[src/irf_pkg.sv]
// shared types, constants and helpers for the integer radix formatter
`default_nettype none

package irf_pkg;

  // stream and register port widths
  localparam int unsigned IN_TDATA_W  = 40;
  localparam int unsigned VALUE_W     = 32;
  localparam int unsigned CHAR_W      = 8;
  localparam int unsigned RADIX_W     = 6;
  localparam int unsigned WIDTH_W     = 7;
  localparam int unsigned CFG_ADDR_W  = 5;
  localparam int unsigned CFG_DATA_W  = 32;
  localparam int unsigned BITS_PER_CYC = 4;

  // register indexes (byte address / 4)
  localparam logic [2:0] REG_RADIX       = 3'd0;
  localparam logic [2:0] REG_UPPER       = 3'd1;
  localparam logic [2:0] REG_SHOW_MIN    = 3'd2;
  localparam logic [2:0] REG_SHOW_PLUS   = 3'd3;
  localparam logic [2:0] REG_FIELD_WIDTH = 3'd4;
  localparam logic [2:0] REG_PAD_BYTE    = 3'd5;

  // radix and width limits
  localparam logic [RADIX_W-1:0] RADIX_MIN = 6'd2;
  localparam logic [RADIX_W-1:0] RADIX_MAX = 6'd36;
  localparam logic [WIDTH_W-1:0] MAX_TEXT  = 7'd64;

  // character codes
  localparam logic [CHAR_W-1:0] CH_ZERO  = 8'h30;
  localparam logic [CHAR_W-1:0] CH_UPPER = 8'h41;
  localparam logic [CHAR_W-1:0] CH_LOWER = 8'h61;
  localparam logic [CHAR_W-1:0] CH_MINUS = 8'h2D;
  localparam logic [CHAR_W-1:0] CH_PLUS  = 8'h2B;
  localparam logic [CHAR_W-1:0] CH_NONE  = 8'h00;
  localparam logic [RADIX_W-1:0] DEC_LIMIT = 6'd10;

  typedef struct packed {
    logic [RADIX_W-1:0] radix;
    logic               upper;
    logic               show_minus;
    logic               show_plus;
    logic [WIDTH_W-1:0] field_width;
    logic [CHAR_W-1:0]  pad_byte;
  } cfg_t;

  typedef struct packed {
    logic start;  // load a new dividend
    logic cont;   // divide the held quotient again
  } div_ctl_t;

  typedef struct packed {
    logic               done;
    logic [RADIX_W-1:0] rem;
    logic               q_zero;
  } div_sts_t;

  typedef enum logic [2:0] {
    S_IDLE,
    S_DIV,
    S_PREP,
    S_PAD,
    S_SIGN,
    S_DIG
  } state_t;

  function automatic logic [CHAR_W-1:0] digit_char(input logic [RADIX_W-1:0] d,
                                                   input logic upper);
    logic [CHAR_W-1:0] base;
    if (d < DEC_LIMIT) begin
      digit_char = CH_ZERO + CHAR_W'(d);
    end else begin
      base = upper ? CH_UPPER : CH_LOWER;
      digit_char = base + CHAR_W'(d - DEC_LIMIT);
    end
  endfunction

endpackage

`default_nettype wire

[src/irf_cfg.sv]
// configuration register file with apb-style access
`default_nettype none

module irf_cfg (
  input  wire logic                             clk,
  input  wire logic                             rst_n,
  input  wire logic                             psel,
  input  wire logic                             penable,
  input  wire logic                             pwrite,
  input  wire logic [irf_pkg::CFG_ADDR_W-1:0]   paddr,
  input  wire logic [irf_pkg::CFG_DATA_W-1:0]   pwdata,
  output logic      [irf_pkg::CFG_DATA_W-1:0]   prdata,
  output logic                                  pready,
  output irf_pkg::cfg_t                         cfg
);

  irf_pkg::cfg_t cfg_r;
  logic          wr_en;
  logic [2:0]    idx;

  assign pready = 1'b1;
  assign wr_en  = psel & penable & pwrite;
  assign idx    = paddr[4:2];
  assign cfg    = cfg_r;

  always_ff @(posedge clk) begin
    if (!rst_n) begin
      cfg_r.radix       <= 6'd10;
      cfg_r.upper       <= 1'b0;
      cfg_r.show_minus  <= 1'b1;
      cfg_r.show_plus   <= 1'b0;
      cfg_r.field_width <= '0;
      cfg_r.pad_byte    <= 8'h20;
    end else if (wr_en) begin
      case (idx)
        irf_pkg::REG_RADIX:       cfg_r.radix       <= pwdata[irf_pkg::RADIX_W-1:0];
        irf_pkg::REG_UPPER:       cfg_r.upper       <= pwdata[0];
        irf_pkg::REG_SHOW_MIN:    cfg_r.show_minus  <= pwdata[0];
        irf_pkg::REG_SHOW_PLUS:   cfg_r.show_plus   <= pwdata[0];
        irf_pkg::REG_FIELD_WIDTH: cfg_r.field_width <= pwdata[irf_pkg::WIDTH_W-1:0];
        irf_pkg::REG_PAD_BYTE:    cfg_r.pad_byte    <= pwdata[irf_pkg::CHAR_W-1:0];
        default: ;
      endcase
    end
  end

  always_comb begin
    prdata = '0;
    case (idx)
      irf_pkg::REG_RADIX:       prdata = irf_pkg::CFG_DATA_W'(cfg_r.radix);
      irf_pkg::REG_UPPER:       prdata = irf_pkg::CFG_DATA_W'(cfg_r.upper);
      irf_pkg::REG_SHOW_MIN:    prdata = irf_pkg::CFG_DATA_W'(cfg_r.show_minus);
      irf_pkg::REG_SHOW_PLUS:   prdata = irf_pkg::CFG_DATA_W'(cfg_r.show_plus);
      irf_pkg::REG_FIELD_WIDTH: prdata = irf_pkg::CFG_DATA_W'(cfg_r.field_width);
      irf_pkg::REG_PAD_BYTE:    prdata = irf_pkg::CFG_DATA_W'(cfg_r.pad_byte);
      default:                  prdata = '0;
    endcase
  end

endmodule

`default_nettype wire

[src/irf_div.sv]
// iterative divider by a small radix, four quotient bits per cycle
`default_nettype none

module irf_div #(
  parameter int unsigned DATA_WIDTH = 32
) (
  input  wire logic                          clk,
  input  wire logic                          rst_n,
  input  wire irf_pkg::div_ctl_t             ctl,
  input  wire logic [DATA_WIDTH-1:0]         dividend,
  input  wire logic [irf_pkg::RADIX_W-1:0]   radix,
  output irf_pkg::div_sts_t                  sts
);

  localparam int unsigned STEP = irf_pkg::BITS_PER_CYC;
  localparam int unsigned DWP  = ((DATA_WIDTH + STEP - 1) / STEP) * STEP;
  localparam int unsigned NCYC = DWP / STEP;
  localparam int unsigned CW   = $clog2(NCYC);
  localparam int unsigned RW   = irf_pkg::RADIX_W;

  logic [DWP-1:0]          q_r, q_nxt;
  logic [RW-1:0]           rem_r, rem_nxt;
  logic [RW-1:0]           radix_r;
  logic [CW-1:0]           cnt_r;
  logic                    run_r;
  logic                    done_r;
  logic [DWP+STEP-1:0]     div_ext;

  assign div_ext = {{(DWP + STEP - DATA_WIDTH){1'b0}}, dividend};

  // restoring division, STEP bits of quotient per cycle
  always_comb begin
    logic [RW:0] t;
    t       = '0;
    q_nxt   = q_r;
    rem_nxt = rem_r;
    for (int i = 0; i < STEP; i++) begin
      t       = {rem_nxt, q_nxt[DWP-1]};
      q_nxt   = {q_nxt[DWP-2:0], 1'b0};
      if (t >= {1'b0, radix_r}) begin
        rem_nxt  = RW'(t - {1'b0, radix_r});
        q_nxt[0] = 1'b1;
      end else begin
        rem_nxt = t[RW-1:0];
      end
    end
  end

  always_ff @(posedge clk) begin
    if (ctl.start) begin
      q_r     <= div_ext[DWP-1:0];
      rem_r   <= '0;
      radix_r <= radix;
    end else if (ctl.cont) begin
      rem_r <= '0;
    end else if (run_r) begin
      q_r   <= q_nxt;
      rem_r <= rem_nxt;
    end
  end

  always_ff @(posedge clk) begin
    if (!rst_n) begin
      run_r  <= 1'b0;
      done_r <= 1'b0;
      cnt_r  <= '0;
    end else begin
      done_r <= 1'b0;
      if (ctl.start || ctl.cont) begin
        run_r <= 1'b1;
        cnt_r <= '0;
      end else if (run_r) begin
        cnt_r <= cnt_r + 1'b1;
        if (cnt_r == CW'(NCYC - 1)) begin
          run_r  <= 1'b0;
          done_r <= 1'b1;
        end
      end
    end
  end

  assign sts = '{done: done_r, rem: rem_r, q_zero: (q_r == '0)};

endmodule

`default_nettype wire

[src/integer_radix_formatter.sv]
// top level: integer to text conversion in a configurable radix
// usage
//   in_*   : one item per number; in_tdata = {value, func}, func in bit 0.
//            the block takes an item only when it is idle (in_tready high).
//   out_*  : the text of that number, one character per item, most
//            significant first; out_tlast marks the final character.
//   cfg_*  : apb-style register port; write only while the block is idle.
// digit generation
//   digits are produced by one shared divider that retires four quotient
//   bits per cycle; each digit is the remainder of one full division of
//   the held quotient by the radix, and numbers are converted one at a time.
//   digits sit in a small stack memory and are read back in reverse order.
// reset
//   synchronous active-low rst_n clears the sequencer, the output valid and
//   restores register defaults (radix 10, minus on, pad is a space).
// stall
//   when out_tready is low the output register holds its character and the
//   sequencer waits; nothing is dropped. a new item is taken as soon as the
//   last character is loaded, even while it still waits at the output.
`default_nettype none

module integer_radix_formatter #(
  parameter int unsigned DATA_WIDTH = 32
) (
  input  wire logic                               clk,
  input  wire logic                               rst_n,
  // input stream
  input  wire logic                               in_tvalid,
  output logic                                    in_tready,
  input  wire logic [irf_pkg::IN_TDATA_W-1:0]     in_tdata,   // [0] func, [32:1] value
  // output stream
  output logic                                    out_tvalid,
  input  wire logic                               out_tready,
  output logic      [irf_pkg::CHAR_W-1:0]         out_tdata,  // [7:0] text_byte
  output logic                                    out_tlast,
  // configuration port
  input  wire logic                               cfg_psel,
  input  wire logic                               cfg_penable,
  input  wire logic                               cfg_pwrite,
  input  wire logic [irf_pkg::CFG_ADDR_W-1:0]     cfg_paddr,
  input  wire logic [irf_pkg::CFG_DATA_W-1:0]     cfg_pwdata,
  output logic      [irf_pkg::CFG_DATA_W-1:0]     cfg_prdata,
  output logic                                    cfg_pready
);

  localparam int unsigned DW = DATA_WIDTH;
  localparam int unsigned AW = $clog2(DW);      // digit stack address
  localparam int unsigned NW = $clog2(DW + 1);  // digit count
  localparam int unsigned WW = irf_pkg::WIDTH_W;
  localparam int unsigned CH = irf_pkg::CHAR_W;

  irf_pkg::cfg_t     cfg;
  irf_pkg::div_ctl_t div_ctl;
  irf_pkg::div_sts_t div_sts;

  irf_pkg::state_t   state_r, state_nxt;
  logic [NW-1:0]     nd_r, nd_nxt;
  logic [AW-1:0]     idx_r, idx_nxt;
  logic [WW-1:0]     pad_r, pad_nxt;
  logic [CH-1:0]     sign_r, sign_nxt;
  logic              neg_r, neg_nxt;

  logic              out_tvalid_r;
  logic [CH-1:0]     out_tdata_r;
  logic              out_tlast_r;
  logic              out_free;
  logic              out_load;
  logic [CH-1:0]     out_byte;
  logic              out_last;

  logic [CH-1:0]     mem [DW];
  logic [CH-1:0]     rd_r;
  logic              wr_en;
  logic [CH-1:0]     wr_data;

  // input decode and magnitude
  logic [DW+irf_pkg::VALUE_W-1:0] val_ext;
  logic [DW-1:0]     val;
  logic              neg_in;
  logic [DW-1:0]     mag;

  // saturated configuration
  logic [irf_pkg::RADIX_W-1:0] radix_eff;
  logic [WW-1:0]     width_eff;
  logic [CH-1:0]     sign_c;
  logic [WW-1:0]     total_c;

  irf_cfg u_cfg (
    .clk     (clk),
    .rst_n   (rst_n),
    .psel    (cfg_psel),
    .penable (cfg_penable),
    .pwrite  (cfg_pwrite),
    .paddr   (cfg_paddr),
    .pwdata  (cfg_pwdata),
    .prdata  (cfg_prdata),
    .pready  (cfg_pready),
    .cfg     (cfg)
  );

  irf_div #(
    .DATA_WIDTH (DW)
  ) u_div (
    .clk      (clk),
    .rst_n    (rst_n),
    .ctl      (div_ctl),
    .dividend (mag),
    .radix    (radix_eff),
    .sts      (div_sts)
  );

  assign val_ext = {{DW{1'b0}}, in_tdata[irf_pkg::VALUE_W:1]};
  assign val     = val_ext[DW-1:0];
  assign neg_in  = in_tdata[0] & val[DW-1];
  assign mag     = neg_in ? (~val + 1'b1) : val;

  assign radix_eff = (cfg.radix < irf_pkg::RADIX_MIN) ? irf_pkg::RADIX_MIN :
                     (cfg.radix > irf_pkg::RADIX_MAX) ? irf_pkg::RADIX_MAX : cfg.radix;
  assign width_eff = (cfg.field_width > irf_pkg::MAX_TEXT) ? irf_pkg::MAX_TEXT
                                                           : cfg.field_width;

  // minus wins over plus; a negative value with minus off may still get plus
  assign sign_c  = (neg_r && cfg.show_minus) ? irf_pkg::CH_MINUS :
                   cfg.show_plus             ? irf_pkg::CH_PLUS  : irf_pkg::CH_NONE;
  assign total_c = WW'(nd_r) + WW'(sign_c != irf_pkg::CH_NONE);

  assign wr_data  = irf_pkg::digit_char(div_sts.rem, cfg.upper);
  assign out_free = !out_tvalid_r || out_tready;
  assign in_tready = (state_r == irf_pkg::S_IDLE);

  // sequencer: divide, then pads, sign and digits from the top of the stack
  always_comb begin
    state_nxt = state_r;
    nd_nxt    = nd_r;
    idx_nxt   = idx_r;
    pad_nxt   = pad_r;
    sign_nxt  = sign_r;
    neg_nxt   = neg_r;
    div_ctl   = '0;
    wr_en     = 1'b0;
    out_load  = 1'b0;
    out_byte  = '0;
    out_last  = 1'b0;
    case (state_r)
      irf_pkg::S_IDLE: begin
        if (in_tvalid) begin
          div_ctl.start = 1'b1;
          neg_nxt       = neg_in;
          nd_nxt        = '0;
          state_nxt     = irf_pkg::S_DIV;
        end
      end
      irf_pkg::S_DIV: begin
        if (div_sts.done) begin
          wr_en   = 1'b1;
          nd_nxt  = nd_r + 1'b1;
          idx_nxt = nd_r[AW-1:0];
          if (div_sts.q_zero) begin
            state_nxt = irf_pkg::S_PREP;
          end else begin
            div_ctl.cont = 1'b1;
          end
        end
      end
      irf_pkg::S_PREP: begin
        // top digit is read from the stack during this cycle
        sign_nxt = sign_c;
        pad_nxt  = (width_eff > total_c) ? (width_eff - total_c) : '0;
        if (width_eff > total_c) begin
          state_nxt = irf_pkg::S_PAD;
        end else if (sign_c != irf_pkg::CH_NONE) begin
          state_nxt = irf_pkg::S_SIGN;
        end else begin
          state_nxt = irf_pkg::S_DIG;
        end
      end
      irf_pkg::S_PAD: begin
        if (out_free) begin
          out_load = 1'b1;
          out_byte = cfg.pad_byte;
          pad_nxt  = pad_r - 1'b1;
          if (pad_r == WW'(1)) begin
            state_nxt = (sign_r != irf_pkg::CH_NONE) ? irf_pkg::S_SIGN : irf_pkg::S_DIG;
          end
        end
      end
      irf_pkg::S_SIGN: begin
        if (out_free) begin
          out_load  = 1'b1;
          out_byte  = sign_r;
          state_nxt = irf_pkg::S_DIG;
        end
      end
      irf_pkg::S_DIG: begin
        if (out_free) begin
          out_load = 1'b1;
          out_byte = rd_r;
          if (idx_r == '0) begin
            out_last  = 1'b1;
            state_nxt = irf_pkg::S_IDLE;
          end else begin
            idx_nxt = idx_r - 1'b1;
          end
        end
      end
      default: state_nxt = irf_pkg::S_IDLE;
    endcase
  end

  always_ff @(posedge clk) begin
    if (!rst_n) begin
      state_r <= irf_pkg::S_IDLE;
    end else begin
      state_r <= state_nxt;
    end
  end

  always_ff @(posedge clk) begin
    nd_r   <= nd_nxt;
    idx_r  <= idx_nxt;
    pad_r  <= pad_nxt;
    sign_r <= sign_nxt;
    neg_r  <= neg_nxt;
  end

  // digit stack, read address runs one step ahead so rd_r holds the next digit
  always_ff @(posedge clk) begin
    if (wr_en) begin
      mem[nd_r[AW-1:0]] <= wr_data;
    end
    rd_r <= mem[idx_nxt];
  end

  // output register
  always_ff @(posedge clk) begin
    if (!rst_n) begin
      out_tvalid_r <= 1'b0;
    end else if (out_load) begin
      out_tvalid_r <= 1'b1;
    end else if (out_tready) begin
      out_tvalid_r <= 1'b0;
    end
  end

  always_ff @(posedge clk) begin
    if (out_load) begin
      out_tdata_r <= out_byte;
      out_tlast_r <= out_last;
    end
  end

  assign out_tvalid = out_tvalid_r;
  assign out_tdata  = out_tdata_r;
  assign out_tlast  = out_tlast_r;

endmodule

`default_nettype wire

[config.mk]
export PLATFORM = sky130hd
export DESIGN_NAME = integer_radix_formatter
export DESIGN_NICKNAME = d
export VERILOG_FILES = /design/src/irf_pkg.sv /design/src/irf_cfg.sv /design/src/irf_div.sv /design/src/integer_radix_formatter.sv
export SDC_FILE = /design/constraint.sdc
export NUM_CORES = 1
export LEC_CHECK = 0
export BUFFER_PORTS_ARGS = -buffer_cell sky130_fd_sc_hd__buf_2
export CORE_MARGIN = 3
export CORE_UTILIZATION = 55
export DETAILED_ROUTE_END_ITERATION = 10
export MAX_ROUTING_LAYER = met4
export PLACE_DENSITY = 0.77
export SETUP_SLACK_MARGIN = 0.3
export SYNTH_ARGS = -nofsm -noshare
export SYNTH_HDL_FRONTEND = slang
export SYNTH_SLANG_ARGS = --single-unit
[constraint.sdc]
create_clock -name clk -period 8 [get_ports clk]
set_input_delay 0 -clock clk [delete_from_list [all_inputs] [get_ports clk]]
set_output_delay 0 -clock clk [all_outputs]
set_load 0.1 [all_outputs]
After elaboration in Yosys (flattened, before gate mapping):

Memory sizes are Yosys's and may differ from the RTL's. A register that Yosys moved wholly into a read port is not among the register bits.
Cells that the tools add are included.
W data, S select, Z words.

* memory bits (writable): 256
* flip-flop bits (word level): 113
* memories: 1

* $lt $le $gt $ge: 9
* bitwise gates (word level): 6
* reductions and logical operators: 31
* mux-type cells: 63
* equality and inequality tests: 21
* add/sub/neg operators: 14

Memory list
* mem: words 32, bits a word 8, rd ports 1, clocked after memory_dff 1, wr ports 1, RTL line integer_radix_formatter.sv:71 `logic [CH-1:0] mem [DW];`

Operator list (count)
* $mux W32: 4
* $mux W6: 10
* $pmux W8 S6: 1
* $add A32 B1 Y32 const B: 1
* $logic_not A32 Y1: 1
* $mux W8: 4
* $not A32 Y32: 1
* $ge A7 B6 Y1: 4
* $mux W3: 9
* $mux W1: 24
* $pmux W8 S3: 1
* $sub A6 B6 Y6: 4
* $mux W7: 3
* $reduce_and A2 Y1: 10
* $pmux W3 S6: 1
* $reduce_bool A8 Y1: 2
* $eq A3 B3 Y1 const B: 5
* $mux W5: 3
* $ne A2 B2 Y1 const B: 7
* $pmux W7 S2: 1
* $eq A3 B2 Y1 const B: 4
* $pmux W6 S2: 1
* $pmux W5 S2: 1
* $add A7 B8 Y8: 1
* 28 further kinds: 41

Longest topological paths before layout:

* depth in word-level cells: 11
* gate-level depth with buffers: 37

Modules after synthesis:

A second synthesis with hierarchy kept.

* cell total of the unflattened synthesis: 1596
* area, all modules: 18417.7 um^2

Modules (own cells, without submodules)
* integer_radix_formatter: instances 1, cells each 1133, area an instance 13586.8 um^2, sequential area each 8808.4 um^2
* irf_div: instances 1, cells each 306, area an instance 3424.5 um^2, sequential area each 1361.3 um^2
* irf_cfg: instances 1, cells each 157, area an instance 1406.3 um^2, sequential area each 480.5 um^2

Least setup slack after synthesis:

No wires, ideal clock.

* kind: register -> register
* from: register u_div.radix_r[4]
* to: register u_div.rem_r[0]
* required time: 7.921 ns
* arrival: 7.459 ns
* cell stages (with the launch flop): 37
* setup slack: 0.462 ns
* path buffers: 2
* library setup time: 0.079 ns
* cells stage by stage: edfxtp_1 -> inv_1 -> ha_1 -> a21o_1 -> a211o_1 -> a41o_1 -> buf_6 -> o21ai_0 -> inv_1 -> ha_1 -> nor2b_1 -> o31ai_1 -> a21o_1 -> o211ai_2 -> nor2_4 -> buf_2 -> nor2_1 -> a21oi_1 -> inv_1 -> ha_1 -> nor2b_1 -> o31a_1 -> o31a_1 -> o21ai_0 -> o311a_1 -> a21boi_4 -> mux2i_1 -> ha_1 -> nor2b_1 -> o21ai_0 -> a21boi_0 -> o21ai_0 -> nand3b_1 -> a21oi_1 -> o221ai_4 -> mux2_4 -> a211oi_2

* longest elaborated chain between the ends: 8
* elaborated cells between the ends (all ways): 11
* those cells by class: add/sub (3); order compare (4); mux (4)

Ends and longest elaborated chain
* start, declared: RTL line irf_div.sv:23 `logic [RW-1:0] radix_r;`
* start signal, assigned: RTL line irf_div.sv:53 `radix_r <= radix;`
* $sub A6 B6 Y6 or $ge A7 B6 Y1 (tied branches): RTL line irf_div.sv:41, irf_div.sv:40
* $mux W6: RTL line irf_div.sv:40 `if (t >= {1'b0, radix_r}) begin`
* $sub A6 B6 Y6 or $ge A7 B6 Y1 (tied branches): RTL line irf_div.sv:41, irf_div.sv:40
* $mux W6: RTL line irf_div.sv:40
* $ge A7 B6 Y1 or $sub A6 B6 Y6 (tied branches): RTL line irf_div.sv:40, irf_div.sv:41
* $mux W6: RTL line irf_div.sv:40
* $ge A7 B6 Y1 *: RTL line irf_div.sv:40
* $mux W6 *: RTL line irf_div.sv:40
* end signal, assigned: RTL line irf_div.sv:58 `rem_r <= rem_nxt;`
* end, declared: RTL line irf_div.sv:22 `logic [RW-1:0] rem_r, rem_nxt;`

Every way passes the cells marked *; elsewhere a longest branch is shown, timed or not.
A chain may end at the register's enable or synchronous reset.

Worst setup path after layout:

* from: register u_div.radix_r[3]
* to: register u_div.rem_r[0]

* longest elaborated chain between the ends: 8
* elaborated cells between the ends (all ways): 11
* those cells by class: add/sub (3); order compare (4); mux (4)

Ends and longest elaborated chain (RTL line)
* $sub A6 B6 Y6 or $ge A7 B6 Y1 (tied branches): irf_div.sv:41, irf_div.sv:40
* $mux W6: irf_div.sv:40
* $sub A6 B6 Y6 or $ge A7 B6 Y1 (tied branches): irf_div.sv:41, irf_div.sv:40
* $mux W6: irf_div.sv:40
* $sub A6 B6 Y6 or $ge A7 B6 Y1 (tied branches): irf_div.sv:41, irf_div.sv:40
* $mux W6: irf_div.sv:40
* $ge A7 B6 Y1 *: irf_div.sv:40
* $mux W6 *: irf_div.sv:40

Marked as above.

==> flow_summary.toml <==
[hold_path]
hp-class = "primary input to flip-flop"
hp-start = "cfg_paddr[2]"
holdPathEnd = "u_cfg.cfg[17]"
hold_path_depth = 4

[global_routing]
grt_pass1_wl_um = 63300
grt_max_degree = 130
grt_pass1_vias = 11800
grt_antenna_before_repair = 0
grt-ovfl-total = 0
track_usage_pct = 23.2

[logic_synthesis]
synth-edff-count = 320
synth_commonest_cells = "edfxtp_1 (320), nor2_1 (119), nand2_1 (109), mux2i_1 (100), mux2_2 (68)"
syn-mean-instance-area_sq_um = 12.5
yosys-top-cells-area = "edfxtp_1 (53%), dfxtp_1 (5.8%), mux2i_1 (5.5%)"
yosysMostFrequentCell = "edfxtp_1"
synth-seq-cells = 372
synth_seq_area_share_pct = 58.9
ys_types = 78
syn_area_sq_um = 18100
synth_top_cell_by_area = "edfxtp_1"
synthFlopType = "edfxtp_1"
syn_inst = 1444
async_flop_share_pct = 0
ys.warnings.count = 0
synth_top_area_share_pct = 53.1

[setup_path]
crit_path_frequent_cell = "o21ai_1"
required_ns = 8.44
critPathLaunchType = "flip-flop"
r2r_slack_ns = 0.63
r2r-start = "u_div.radix_r[3]"
path_class = "flip-flop to flip-flop"
r2r_end = "u_div.rem_r[0]"
end_kind = "flip-flop"
arrival_ns = 7.80
critPathMaxStageDelay_ns = 0.35
r2r_cells = 35
critPathBufInv = 4
cp_slowest_cell = "mux2_4"
crit_fanout = 7
crit_family = "compound AO/OA/AOI/OAI gates"

[pwr]
seqPwrFrac_pct = 30.5
comb_power_share_pct = 52.1
p_clk_share_pct = 17.4
p_sw_share_pct = 40.0
totalPowerFinal_w = 0.00995
p_switching_w = 0.00399
p_int_w = 0.00597
p_per_area_nw_per_um2 = 483
p_leak_nw = 7.48
irDropWorstVdd_mv = 0.467

[floorplan]
io_pins = 128
die_h_um = 187
dieArea_sq_um = 35100
start_util_pct = 56.6
fp-row-count = 65
die_x_um = 187
design.core.area_sq_um = 32000

[placed_design]
io_buffers = 69
place_hpwl_um = 26000
place_congestion = 0.889

[clock_network]
clk_path_buf_depth = 3
cts_tree = "yes"
cts.htree.levels = 2
path_clk_slew_ns = 0.06
root_buffer = "clkbuf_16"
cts.sinks = 372
clk_latency_ns = 0.54
cts_made_buffers = 39

[drt]
wl_per_cell_um = 19.9
routed-via-count = 12000
drt_iter0_drc = 1007
antenna_left = 0
drt_first_pass_iters = 5
via_per_inst = 5.89
drc = 0
finalWirelength_um = 40400

[timing]
period_minus_slack_ns = 7.37
slew_headroom_pct = 17.1
worst_hold_slack_ns = 0.0412
rsz0062_at_grt = "false"
fmaxAchievable_mhz = 136
report.final.slew_viol_count = 0
fin_tns_setup_ns = 0
finalCritPeriodShare_pct = 92.1
final-setup-viol-count = 0
hold_viol = 0
skew_ns = 0.0246
worst_pin_slew_ns = 1.23

[run]
cap_viol_max_count = 0

[cells_and_area]
utilization_pct = 64.5
fin_nets = 1706
nFillCells = 2338
drive_above_1_share_pct = 16.9
areaGrowthSynthToFinish_pct = 14.0
n_antenna_cell = 0

[status]
status = "finished, final reports clean"
per-stage QoR:
stage                     setup slack [ns]  std cells  instance area, sq um
after global routing                 0.301       2034                 20600
after detailed placement             0.148       1908                 18800
after global placement               0.463       1908                 18800
final                                0.632       2034                 20600
after CTS                            0.342       2024                 20500
after floorplan                      0.462       1467                 18200
layout by cell type, fill, tap and decap left out, types with 14 or more instances in the layout:
cell type and instances:
edfxtp_1 320, nor2_1 116, nand2_1 108, mux2i_1 99, mux2_2 69, buf_2 69
dfxtp_1 52, o21ai_0 49, a21oi_1 47, inv_1 45, ha_1 45, dlygate4sd3_1 44
xnor2_1 42, clkbuf_16 40, buf_4 31, o22ai_1 29, a22oi_1 25, a221oi_1 25
conb_1 25, nand3_1 24, nor3_1 23, xor2_1 20, nor2b_1 18, o221ai_1 17
nand2b_1 15, clkbuf_1 15, nor4_1 14
tightest hold or removal path, cell delays in order:
cell and delay [ns]:
buf_2 0.20, nand3b_1 0.14, mux2i_1 0.08, nor2_1 0.10
registers in the layout, summed over array words and instances, names as in the netlist:
register,cells
u_div.run_r,1
out_tvalid,1
u_div.cnt_r,3
sign_r,3
state_r,3
rd_r,8
out_tlast,1
u_div.q_r,32
out_tdata,8
u_div.radix_r,6
pad_r,7
u_cfg.cfg,24
u_div.rem_r,6
mem,256
nd_r,6
neg_r,1
u_div.done_r,1
idx_r,5
per-layer routing:
layer  global-route usage, %  vias up  wire, um
met5                       -        -         0
met4                    7.50        0      1150
met3                    2.96      108      2440
met2                    36.8      449     19300
met1                    31.3     5797     17600
li1                        -     5630         -
worst max-delay path by stage:
stage	slack, ns	startpoint	depth (start not counted)	end
floorplan	0.46	u_div.radix_r[4]	36	u_div.rem_r[0]
global placement	0.46	u_div.radix_r[4]	35	u_div.rem_r[0]
detailed placement	0.15	u_div.radix_r[4]	35	u_div.rem_r[0]
CTS	0.34	u_div.radix_r[4]	34	u_div.rem_r[0]
global route	0.30	u_div.radix_r[3]	35	u_div.rem_r[0]
finish	0.63	u_div.radix_r[3]	35	u_div.rem_r[0]
area by class of cell:
| type | instances | area, sq um | share of cell area [%] |
|---|---|---|---|
| repair buffers | 145 | 1040 | 5.04 |
| multi-input cells | 960 | 6970 | 33.8 |
| clock inverters | 15 | 145 | 0.704 |
| well taps | 435 | 544 | 2.64 |
| clock buffers | 57 | 1080 | 5.26 |
| inverters | 50 | 188 | 0.910 |
| flip-flops and latches | 372 | 10700 | 51.7 |
power groups by stage:
stage,Sequential [W],Combinational (W),Clock [W]
floorplan,0.00310,0.00359,0
global placement,0.00306,0.00471,0
detailed placement,0.00307,0.00485,0
CTS,0.00303,0.00492,0.00175
global route,0.00307,0.00562,0.00183
finish,0.00304,0.00518,0.00173
logic make-up after synthesis:
group,Yosys count,synth area share (%)
compound gates,268,10.0
mux,173,10.2
fa+ha+maj,55,4.00
xor+xnor,65,3.15
simple gates,374,9.81
buf+inv,135,3.83
flops,372,58.9
other cells,2,0.0415
repair_timing:
action | 4_1_cts | 5_1_grt
buffers inserted | 0 | 10
pin swaps | 0 | 10
gates resized for setup | 3 | 18
setup endpoints to repair | 7 | 7
hold buffers | 44 | 0
endpoints found under the hold margin | 63 | 0
Power figures use the tool's default switching activity.
